File: src/rtl/kmv_pkg.sv
`default_nettype none
package kmv_pkg;

    localparam logic [1:0] CFG_NEIGHBOURS_K = 2'd0;
    localparam logic [1:0] CFG_VOTE_MODE    = 2'd1;
    localparam logic [1:0] CFG_CLASS_COUNT  = 2'd2;

    localparam logic [1:0] VM_CLASS = 2'd0;
    localparam logic [1:0] VM_GROUP = 2'd1;
    localparam logic [1:0] VM_VOICE = 2'd2;

    localparam logic [6:0] K_RESET     = 7'd3;
    localparam logic [6:0] CLASS_RESET = 7'd40;

    typedef struct packed {
        logic [31:0] distance;
        logic [5:0]  label;
        logic        last;
    } kmv_in_t;

    typedef struct packed {
        logic [5:0] winner;
        logic [6:0] winner_votes;
    } kmv_out_t;

    typedef enum logic [3:0] {
        ST_LOAD,
        ST_CLEAR,
        ST_FETCH,
        ST_CAPT,
        ST_SCAN,
        ST_VRD,
        ST_VWR,
        ST_PICK,
        ST_OUT
    } kmv_state_t;

    typedef struct packed {
        logic ready;
        logic clr;
        logic fetch;
        logic capt;
        logic scan;
        logic vrd;
        logic vwr;
        logic pick_init;
        logic pick;
        logic out_load;
    } kmv_cmd_t;

    typedef struct packed {
        logic clr_end;
        logic scan_end;
        logic i_last;
        logic pick_end;
        logic out_free;
    } kmv_status_t;

    function automatic logic [5:0] group_of(input logic [5:0] lab);
        logic [5:0] g;
        if (lab >= 6'd1 && lab <= 6'd6)        g = 6'd0;
        else if (lab >= 6'd7 && lab <= 6'd8)   g = 6'd1;
        else if (lab >= 6'd9 && lab <= 6'd15)  g = 6'd2;
        else if (lab >= 6'd16 && lab <= 6'd18) g = 6'd3;
        else if (lab >= 6'd19 && lab <= 6'd23) g = 6'd4;
        else if (lab >= 6'd24 && lab <= 6'd37) g = 6'd5;
        else                                   g = 6'd6;
        return g;
    endfunction

    function automatic logic [5:0] voice_of(input logic [5:0] lab);
        logic [5:0] v;
        if (lab >= 6'd1 && lab <= 6'd15)       v = 6'd0;
        else if (lab >= 6'd16 && lab <= 6'd37) v = 6'd1;
        else                                   v = 6'd2;
        return v;
    endfunction

endpackage
`default_nettype wire

File: src/rtl/kmv_ctrl.sv
`default_nettype none
module kmv_ctrl
    import kmv_pkg::*;
(
    input  wire logic        clk,
    input  wire logic        rst_n,
    input  wire logic        in_valid,
    input  wire logic        in_last,
    input  wire kmv_status_t st,
    output kmv_cmd_t         cmd
);

    kmv_state_t state_reg;
    kmv_state_t state_next;

    always_ff @(posedge clk or negedge rst_n)
    begin
        if (!rst_n)
        begin
            state_reg <= ST_LOAD;
        end
        else
        begin
            state_reg <= state_next;
        end
    end

    always_comb
    begin
        state_next = state_reg;
        unique case (state_reg)
            ST_LOAD:  if (in_valid && in_last) state_next = ST_CLEAR;
            ST_CLEAR: if (st.clr_end) state_next = ST_FETCH;
            ST_FETCH: state_next = ST_CAPT;
            ST_CAPT:  state_next = ST_SCAN;
            ST_SCAN:  if (st.scan_end) state_next = ST_VRD;
            ST_VRD:   state_next = ST_VWR;
            ST_VWR:   state_next = st.i_last ? ST_PICK : ST_FETCH;
            ST_PICK:  if (st.pick_end) state_next = ST_OUT;
            ST_OUT:   if (st.out_free) state_next = ST_LOAD;
            default:  state_next = ST_LOAD;
        endcase
    end

    always_comb
    begin
        cmd = '0;
        unique case (state_reg)
            ST_LOAD:  cmd.ready = 1'b1;
            ST_CLEAR: cmd.clr = 1'b1;
            ST_FETCH: cmd.fetch = 1'b1;
            ST_CAPT:  cmd.capt = 1'b1;
            ST_SCAN:  cmd.scan = 1'b1;
            ST_VRD:   cmd.vrd = 1'b1;
            ST_VWR:
            begin
                cmd.vwr       = 1'b1;
                cmd.pick_init = st.i_last;
            end
            ST_PICK:  cmd.pick = 1'b1;
            ST_OUT:   cmd.out_load = st.out_free;
            default:  cmd = '0;
        endcase
    end

endmodule
`default_nettype wire

File: src/rtl/kmv_datapath.sv
`default_nettype none
module kmv_datapath
    import kmv_pkg::*;
#(
    parameter int MAX_CANDIDATES = 64,
    parameter int MAX_CLASSES    = 64,
    parameter int DIST_WIDTH     = 32
)
(
    input  wire logic     clk,
    input  wire logic     rst_n,
    input  wire kmv_cmd_t cmd,
    input  wire logic     in_valid,
    input  wire kmv_in_t  in_data,
    input  wire logic     out_stall,
    input  wire logic [6:0] cfg_k,
    input  wire logic [1:0] cfg_mode,
    input  wire logic [6:0] cfg_classes,
    output kmv_status_t   st,
    output logic          out_valid,
    output kmv_out_t      out_data
);

    localparam int CW  = $clog2(MAX_CANDIDATES + 1);
    localparam int AW  = $clog2(MAX_CANDIDATES);
    localparam int VW  = $clog2(MAX_CLASSES);
    localparam int VCW = $clog2(MAX_CLASSES + 1);
    localparam int IW  = (CW > VCW) ? CW : VCW;
    localparam int KW  = (CW > 7) ? CW : 7;
    localparam int DW  = DIST_WIDTH;
    localparam int SH  = CW + 1;
    localparam int RCP = (2 ** SH + 2) / 3;
    localparam int PW  = CW + SH + 2;

    // candidate store and vote bins
    logic [DW+5:0] cand_mem [MAX_CANDIDATES];
    logic [CW-1:0] vote_mem [MAX_CLASSES];

    logic [DW+5:0] cand_q_reg;
    logic [CW-1:0] vote_q_reg;

    logic [CW-1:0] cnt_reg, cnt_next;
    logic [IW-1:0] idx_reg, idx_next;
    logic [CW-1:0] i_reg, i_next;
    logic [CW-1:0] rank_reg, rank_next;
    logic [KW-1:0] k_reg, k_next;
    logic          cmpv_reg, cmpv_next;
    logic [CW-1:0] jd_reg, jd_next;
    logic [DW-1:0] di_reg, di_next;
    logic [5:0]    li_reg, li_next;
    logic          pv_reg, pv_next;
    logic [VW-1:0] pb_reg, pb_next;
    logic [VW-1:0] best_reg, best_next;
    logic [CW-1:0] most_reg, most_next;
    logic          out_valid_reg, out_valid_next;
    kmv_out_t      out_reg, out_next;

    logic          accept;
    logic [63:0]   dist_wide;
    logic [DW-1:0] dist_val;
    logic [15:0]   n16, idx16, hi16, lo16, cnt16;
    logic          issue_scan, issue_pick;
    logic [DW-1:0] dj;
    logic          closer;
    logic [5:0]    bin;
    logic [15:0]   bin16;
    logic          vote_ok;
    logic [AW-1:0] cand_rd_addr;
    logic [VW-1:0] vote_rd_addr;
    logic          vote_we;
    logic [VW-1:0] vote_wr_addr;
    logic [CW-1:0] vote_wr_data;
    logic [PW-1:0] prod;
    logic [KW-1:0] third;
    logic [KW-1:0] k_cfg_w, n_w;
    logic [15:0]   best16, most16;

    assign accept    = cmd.ready && in_valid;
    assign dist_wide = {32'd0, in_data.distance};
    assign dist_val  = dist_wide[DW-1:0];

    assign cnt16 = 16'(cnt_reg);
    assign n16   = cnt16;
    assign idx16 = 16'(idx_reg);

    always_comb
    begin
        case (cfg_mode)
            VM_GROUP:
            begin
                bin  = group_of(li_reg);
                lo16 = 16'd0;
                hi16 = 16'd7;
            end
            VM_VOICE:
            begin
                bin  = voice_of(li_reg);
                lo16 = 16'd0;
                hi16 = 16'd3;
            end
            default:
            begin
                bin  = li_reg;
                lo16 = 16'd1;
                hi16 = (16'(cfg_classes) > 16'(MAX_CLASSES)) ? 16'(MAX_CLASSES)
                                                            : 16'(cfg_classes);
            end
        endcase
    end

    assign bin16   = 16'(bin);
    assign vote_ok = (KW'(rank_reg) < k_reg) && (bin16 < 16'(MAX_CLASSES));

    assign issue_scan = cmd.scan && (idx16 < n16);
    assign issue_pick = cmd.pick && (idx16 < hi16);

    // rank order: smaller distance first, earlier arrival first on a tie
    assign dj     = cand_q_reg[DW-1:0];
    assign closer = (dj < di_reg) || ((dj == di_reg) && (jd_reg < i_reg));

    // k clamp: when k is not below the count, count/3 by reciprocal multiply, at least one
    assign prod    = PW'(cnt_reg) * PW'(RCP);
    assign third   = KW'(prod[SH+CW-1:SH]);
    assign k_cfg_w = KW'(cfg_k);
    assign n_w     = KW'(cnt_reg);

    always_comb
    begin
        if (k_cfg_w >= n_w)
        begin
            k_next = (third == '0) ? KW'(1) : third;
        end
        else
        begin
            k_next = k_cfg_w;
        end
        if (!cmd.clr)
        begin
            k_next = k_reg;
        end
    end

    assign cand_rd_addr = cmd.fetch ? i_reg[AW-1:0] : idx_reg[AW-1:0];
    assign vote_rd_addr = cmd.pick ? idx_reg[VW-1:0] : bin16[VW-1:0];

    always_comb
    begin
        vote_we      = 1'b0;
        vote_wr_addr = idx_reg[VW-1:0];
        vote_wr_data = '0;
        if (cmd.clr)
        begin
            vote_we = 1'b1;
        end
        else if (cmd.vwr && vote_ok)
        begin
            vote_we      = 1'b1;
            vote_wr_addr = bin16[VW-1:0];
            vote_wr_data = CW'(vote_q_reg + 1'b1);
        end
    end

    always_ff @(posedge clk)
    begin
        if (accept && (cnt16 < 16'(MAX_CANDIDATES)))
        begin
            cand_mem[cnt_reg[AW-1:0]] <= {in_data.label, dist_val};
        end
    end

    always_ff @(posedge clk)
    begin
        cand_q_reg <= cand_mem[cand_rd_addr];
    end

    always_ff @(posedge clk)
    begin
        if (vote_we)
        begin
            vote_mem[vote_wr_addr] <= vote_wr_data;
        end
    end

    always_ff @(posedge clk)
    begin
        vote_q_reg <= vote_mem[vote_rd_addr];
    end

    always_comb
    begin
        cnt_next       = cnt_reg;
        idx_next       = idx_reg;
        i_next         = i_reg;
        rank_next      = rank_reg;
        cmpv_next      = issue_scan;
        jd_next        = idx_reg[CW-1:0];
        di_next        = di_reg;
        li_next        = li_reg;
        pv_next        = issue_pick;
        pb_next        = idx_reg[VW-1:0];
        best_next      = best_reg;
        most_next      = most_reg;
        out_valid_next = out_valid_reg && out_stall;
        out_next       = out_reg;

        if (accept)
        begin
            if (cnt16 < 16'(MAX_CANDIDATES))
            begin
                cnt_next = CW'(cnt_reg + 1'b1);
            end
            if (in_data.last)
            begin
                idx_next = '0;
                i_next   = '0;
            end
        end
        if (cmd.clr)
        begin
            idx_next = IW'(idx_reg + 1'b1);
        end
        if (cmd.capt)
        begin
            di_next   = cand_q_reg[DW-1:0];
            li_next   = cand_q_reg[DW+5:DW];
            idx_next  = '0;
            rank_next = '0;
        end
        if (issue_scan)
        begin
            idx_next = IW'(idx_reg + 1'b1);
        end
        if (cmpv_reg && closer)
        begin
            rank_next = CW'(rank_reg + 1'b1);
        end
        if (cmd.vwr)
        begin
            i_next = CW'(i_reg + 1'b1);
        end
        if (cmd.pick_init)
        begin
            idx_next  = IW'(lo16);
            best_next = '0;
            most_next = '0;
        end
        if (issue_pick)
        begin
            idx_next = IW'(idx_reg + 1'b1);
        end
        // strict compare keeps the lowest bin on a tie
        if (pv_reg && (vote_q_reg > most_reg))
        begin
            most_next = vote_q_reg;
            best_next = pb_reg;
        end
        if (cmd.out_load)
        begin
            out_valid_next        = 1'b1;
            out_next.winner       = best16[5:0];
            out_next.winner_votes = most16[6:0];
            cnt_next              = '0;
        end
    end

    assign best16 = 16'(best_reg);
    assign most16 = 16'(most_reg);

    always_ff @(posedge clk or negedge rst_n)
    begin
        if (!rst_n)
        begin
            cnt_reg       <= '0;
            idx_reg       <= '0;
            i_reg         <= '0;
            rank_reg      <= '0;
            k_reg         <= '0;
            cmpv_reg      <= 1'b0;
            jd_reg        <= '0;
            pv_reg        <= 1'b0;
            pb_reg        <= '0;
            best_reg      <= '0;
            most_reg      <= '0;
            out_valid_reg <= 1'b0;
        end
        else
        begin
            cnt_reg       <= cnt_next;
            idx_reg       <= idx_next;
            i_reg         <= i_next;
            rank_reg      <= rank_next;
            k_reg         <= k_next;
            cmpv_reg      <= cmpv_next;
            jd_reg        <= jd_next;
            pv_reg        <= pv_next;
            pb_reg        <= pb_next;
            best_reg      <= best_next;
            most_reg      <= most_next;
            out_valid_reg <= out_valid_next;
        end
    end

    always_ff @(posedge clk)
    begin
        di_reg  <= di_next;
        li_reg  <= li_next;
        out_reg <= out_next;
    end

    assign st.clr_end  = (idx16 == 16'(MAX_CLASSES - 1));
    assign st.scan_end = !(idx16 < n16);
    assign st.i_last   = (16'(i_reg) == 16'(n16 - 16'd1));
    assign st.pick_end = !(idx16 < hi16);
    assign st.out_free = !out_valid_reg || !out_stall;

    assign out_valid = out_valid_reg;
    assign out_data  = out_reg;

endmodule
`default_nettype wire

File: src/rtl/knn_majority_vote_core.sv
// Channel  | Direction | Handshake           | Payload
// in       | input     | in_valid / in_stall  | in_data   (distance, label, last)
// out      | output    | out_valid / out_stall| out_data  (winner, winner_votes)
// cfg      | input     | cfg_we               | cfg_index, cfg_wdata
//
// Loading accepts one candidate transfer per cycle. After the last candidate the
// block clears the vote bins, ranks every candidate by a full scan of the
// candidate memory through its single read port, then scans the bins for the
// winner. in_stall stays high from the last transfer until the result is
// loaded into the output register. Reset is asynchronous, active low; the
// memories carry no reset and are cleared or written before use.
`default_nettype none
module knn_majority_vote_core
    import kmv_pkg::*;
#(
    parameter int MAX_CANDIDATES = 64,
    parameter int MAX_CLASSES    = 64,
    parameter int DIST_WIDTH     = 32
)
(
    input  wire logic       clk,
    input  wire logic       rst_n,
    input  wire logic       in_valid,
    output logic            in_stall,
    input  wire kmv_in_t    in_data,
    output logic            out_valid,
    input  wire logic       out_stall,
    output kmv_out_t        out_data,
    input  wire logic       cfg_we,
    input  wire logic [1:0] cfg_index,
    input  wire logic [6:0] cfg_wdata
);

    kmv_cmd_t    cmd;
    kmv_status_t st;

    logic [6:0] k_reg, k_next;
    logic [1:0] mode_reg, mode_next;
    logic [6:0] classes_reg, classes_next;

    // Register writes; an index past the list is dropped.
    always_comb
    begin
        k_next       = k_reg;
        mode_next    = mode_reg;
        classes_next = classes_reg;
        if (cfg_we)
        begin
            unique case (cfg_index)
                CFG_NEIGHBOURS_K: k_next       = cfg_wdata;
                CFG_VOTE_MODE:    mode_next    = cfg_wdata[1:0];
                CFG_CLASS_COUNT:  classes_next = cfg_wdata;
                default:          k_next       = k_reg;
            endcase
        end
    end

    always_ff @(posedge clk or negedge rst_n)
    begin
        if (!rst_n)
        begin
            k_reg       <= K_RESET;
            mode_reg    <= VM_CLASS;
            classes_reg <= CLASS_RESET;
        end
        else
        begin
            k_reg       <= k_next;
            mode_reg    <= mode_next;
            classes_reg <= classes_next;
        end
    end

    // Hold off new candidates while a set is being ranked and voted and until its result is loaded.
    assign in_stall = !cmd.ready;

    kmv_ctrl u_ctrl (
        .clk      (clk),
        .rst_n    (rst_n),
        .in_valid (in_valid),
        .in_last  (in_data.last),
        .st       (st),
        .cmd      (cmd)
    );

    kmv_datapath #(
        .MAX_CANDIDATES (MAX_CANDIDATES),
        .MAX_CLASSES    (MAX_CLASSES),
        .DIST_WIDTH     (DIST_WIDTH)
    ) u_datapath (
        .clk         (clk),
        .rst_n       (rst_n),
        .cmd         (cmd),
        .in_valid    (in_valid),
        .in_data     (in_data),
        .out_stall   (out_stall),
        .cfg_k       (k_reg),
        .cfg_mode    (mode_reg),
        .cfg_classes (classes_reg),
        .st          (st),
        .out_valid   (out_valid),
        .out_data    (out_data)
    );

endmodule
`default_nettype wire

File: config.mk
export PLATFORM = sky130hd
export DESIGN_NAME = knn_majority_vote_core
export DESIGN_NICKNAME = d
export VERILOG_FILES = /design/src/rtl/kmv_pkg.sv /design/src/rtl/kmv_ctrl.sv /design/src/rtl/kmv_datapath.sv /design/src/rtl/knn_majority_vote_core.sv
export SDC_FILE = /design/constraint.sdc
export NUM_CORES = 2
export LEC_CHECK = 0
export BUFFER_PORTS_ARGS = -buffer_cell sky130_fd_sc_hd__clkbuf_2
export CAP_MARGIN = 20
export CORE_ASPECT_RATIO = 1.2
export CORE_MARGIN = 2
export CORE_UTILIZATION = 41
export DETAILED_ROUTE_END_ITERATION = 8
export HOLD_SLACK_MARGIN = 0.08
export SLEW_MARGIN = 25
export SYNTH_ARGS = -nofsm -noshare
export SYNTH_HDL_FRONTEND = slang
export SYNTH_SLANG_ARGS = --single-unit
File: constraint.sdc
create_clock -name clk -period 4 [get_ports clk]
set_input_delay 0 -clock clk [delete_from_list [all_inputs] [get_ports clk]]
set_output_delay 0 -clock clk [all_outputs]
set_load 0.05 [all_outputs]
==> reports/qor.csv <==
metric;value;unit
setup TNS;0;ns
combinational share of power;3.9;%
synthesized area;0.120;mm^2
M2 GR Usage;35.4;%
Worst Path Arrival;4.61;ns
Avg Inst Size Synth;19.8;um^2
clk slew on worst S/H paths;0.06;ns
Max-Cap Viols;0;
r2r worst-path depth;11;
DRC violation count after routing;0;
Starting DRT DRC Count;6718;
crit-path max FO;28;
Pins Over Slew Limit;0;
die extent in y;598;um
Worst path top cell family by delay;compound AO/OA/AOI/OAI gates;
Switching Share;20.9;%
Pwr per Cell Area;471;mW/mm^2
global-route wire length before repair;450;mm
DRT antenna net count;0;
vias in the first global route;63497;
GR peak layer;met2;
via-per-instance ratio;5.74;
GRT met1 Usage;27.2;%
FF+latch area;0.0909;mm^2
initial antenna violation count;5;
Setup Skew;0.0686;ns
Ys Warns;0;
most common cell in the synthesized netlist;edfxtp_1;
P_int;52.2;mW
unrepaired setup endpoints after global routing;yes;
GR met3 Demand/Resource;3.44;%
hold path startpoint;out_stall;
Syn Inst Count;6098;
Ports;68;
Leakage;46.0;nW
hpwl dp;184;mm
Mapped Nets;6278;
TritonCTS Buffers;313;
critical path endpoint category;register;
cell count of the worst hold path;4;
Worst-Margin Slew;1.09;ns
slowest CP cell;a21oi_1;
GRT overflow;0;
Reg power frac;53.2;%
post-synthesis sequential area ratio;75.4;%
reg2reg start;u_ctrl.state_reg[3];
Setup Viol. Count Final;0;
Cell Chain, Critical Path;nor4b_4 -> buf_6 -> mux2_8 -> buf_12 -> buf_4 -> buf_4 -> and2_1 -> a211oi_1 -> a31oi_1 -> a21oi_1 -> a21oi_1;
gr usage total;20.8;%
DR vias;62034;
post-DR wirelength/cell;29.1;um
Synth Flop Type;edfxtp_1;
commonest cells in the synthesized netlist;edfxtp_1, mux4_2, nand2_1;
Netlist cell types;78;
area of the die;0.298;mm^2
TritonCTS clock tree;built;
pre-CTS WS;-0.0455;ns
Psw;13.8;mW
Total Wirelength;314;mm
final RePlAce weighted congestion;0.808;
IO buf count;67;
die width;499;um
Worst Hold Class;in -> reg;
Bufs and invs on worst path;4;
r2r setup slk;0.12;ns
TritonRoute pass-1 iters;6;
largest cells by area after synthesis;edfxtp_1, mux4_2, mux2i_1;
largest net degree at the start of global routing;75;
startpoint types;register;
min Tclk post-route;3.88;ns
clk root buf;clkbuf_16;
Largest register FFs;2432;
Hold Path End;u_datapath.cnt_reg[4];
CP Class;reg -> reg;
Area Overhead vs Synth;16.4;%
share of cells above drive strength 1;25.2;%
FF+latch count, synth;3054;
status;complete, no violations;
area of the multi-input gates;0.0281;mm^2
H-tree depth;5;
f_max;0.258;GHz
VDD IR max;366;uV
fin area;0.140;mm^2
Longest Clk Path Bufs;4;
R2R Path End;u_datapath.cand_q_reg[33];
CP peak stage delay;0.67;ns
clk_lat worst skew;0.89;ns
core area;0.293;mm^2
Final period util;97.1;%
cell area after placement;0.130;mm^2
filler cell count;23987;
layout net count;6884;
Worst EP required;4.73;ns
share of the synthesized area in the top cell type;73.1;%
TritonCTS Sinks;3054;
slew margin rel.;27.4;%
Yosys top cell by area;edfxtp_1;
Hold Fails Final Rpt;0;
Initial Utilization;41.1;%
ys async rst share;2.55;%
final worst setup slack;0.118;ns
Post-synth EDFFs;2931;
row count;218;
clock group share of total power;42.9;%
[how the worst max path moves through the flow]
stage                                      start                         to  depth (start not counted)
after floorplan           u_datapath.rank_reg[1]  u_datapath.vote_mem[0][6]                          9
after global placement     u_datapath.cnt_reg[3]        u_datapath.k_reg[0]                         17
after detailed placement     u_ctrl.state_reg[3]  u_datapath.cand_q_reg[32]                         12
after CTS                  u_datapath.cnt_reg[3]        u_datapath.k_reg[0]                         18
after global routing       u_datapath.cnt_reg[3]        u_datapath.k_reg[0]                         18
final                        u_ctrl.state_reg[3]  u_datapath.cand_q_reg[33]                         11
[logic make-up after synthesis]
kind of cell,synth area share [%]
mux,13.7
xor+xnor,0.218
buf+inv,1.83
flops,75.4
simple gates,3.64
compound gates,3.82
fa+ha+maj,1.36
[layout make-up]
cell class,count,share of cell area (%)
multi-input combinational,2622,20.0
clock inverter,151,1.06
antenna,5,0.00892
inverter,93,0.249
tap,3850,3.44
sequential,3054,64.8
timing repair buffer,620,4.48
clock buffer,404,5.94
[worst register-to-register path: stages, from the launching register on]
cell and delay, ns:
dfrtp_1 0.49, nor4b_4 0.38, buf_6 0.26, mux2_8 0.57
buf_12 0.30, buf_4 0.24, buf_4 0.21, and2_1 0.14
a211oi_1 0.21, a31oi_1 0.11, a21oi_1 0.67, a21oi_1 0.14
[metrics by stage]
| stage | total power [mW] | hold slack, ns | instances | utilization [%] |
|---|---|---|---|---|
| 3_3_place_gp | 38.3 | 0.225 | 10171 | 44.2 |
| 4_1_cts | 66.5 | 0.107 | 10784 | 47.8 |
| 2_1_floorplan | 37.1 | -0.296 | 6098 | - |
| 6_report | 66.0 | 0.140 | 10799 | 47.8 |
| 5_1_grt | 67.9 | 0.188 | 10797 | 47.8 |
| 3_5_place_dp | 38.3 | 0.232 | 10172 | 44.2 |
[placed cells by master (no fill, tap or decap), types with 38 or more instances in the layout]
cell,count
edfxtp_1,2931
mux4_2,636
nand2_1,427
buf_4,373
clkbuf_16,317
mux2i_1,182
and2_1,159
a211oi_1,151
buf_12,122
ha_1,121
a311oi_1,114
nor2_1,104
a21oi_1,103
inv_1,92
o22ai_1,85
clkbuf_1,80
dfrtp_1,74
nor2_4,71
dlygate4sd3_1,66
nor3_1,58
o21ai_0,51
clkinv_1,51
clkbuf_2,45
dfxtp_1,45
a31oi_1,41
clkinv_2,41
nand3_1,39
a21o_1,38
[metal layers]
| layer | routed length (um) | up-vias |
|---|---|---|
| met5 | 33 | - |
| met1 | 124000 | 33091 |
| met2 | 158000 | 2289 |
| met4 | 10200 | 6 |
| met3 | 21400 | 507 |
| li1 | - | 26141 |
[power groups by stage]
stage / sequential, mW / clock, mW / combinational [mW]
after floorplan: 35.7 / 0 / 1.40
after global placement: 35.8 / 0 / 2.46
after detailed placement: 35.8 / 0 / 2.53
after CTS: 35.1 / 28.8 / 2.59
after global routing: 35.1 / 30.0 / 2.78
final: 35.1 / 28.3 / 2.60
[what timing repair did]
item / 4_1_cts / 5_1_grt
hold buffers: 57 / 10
cloned: 0 / 0
resized for setup: 2 / 9
pin swaps: 0 / 3
setup endpoints to repair: 2 / 10
setup buffers: 0 / 0
hold endpoints to repair: 1924 / 640
No activity file was read; power rests on OpenSTA's default activity.
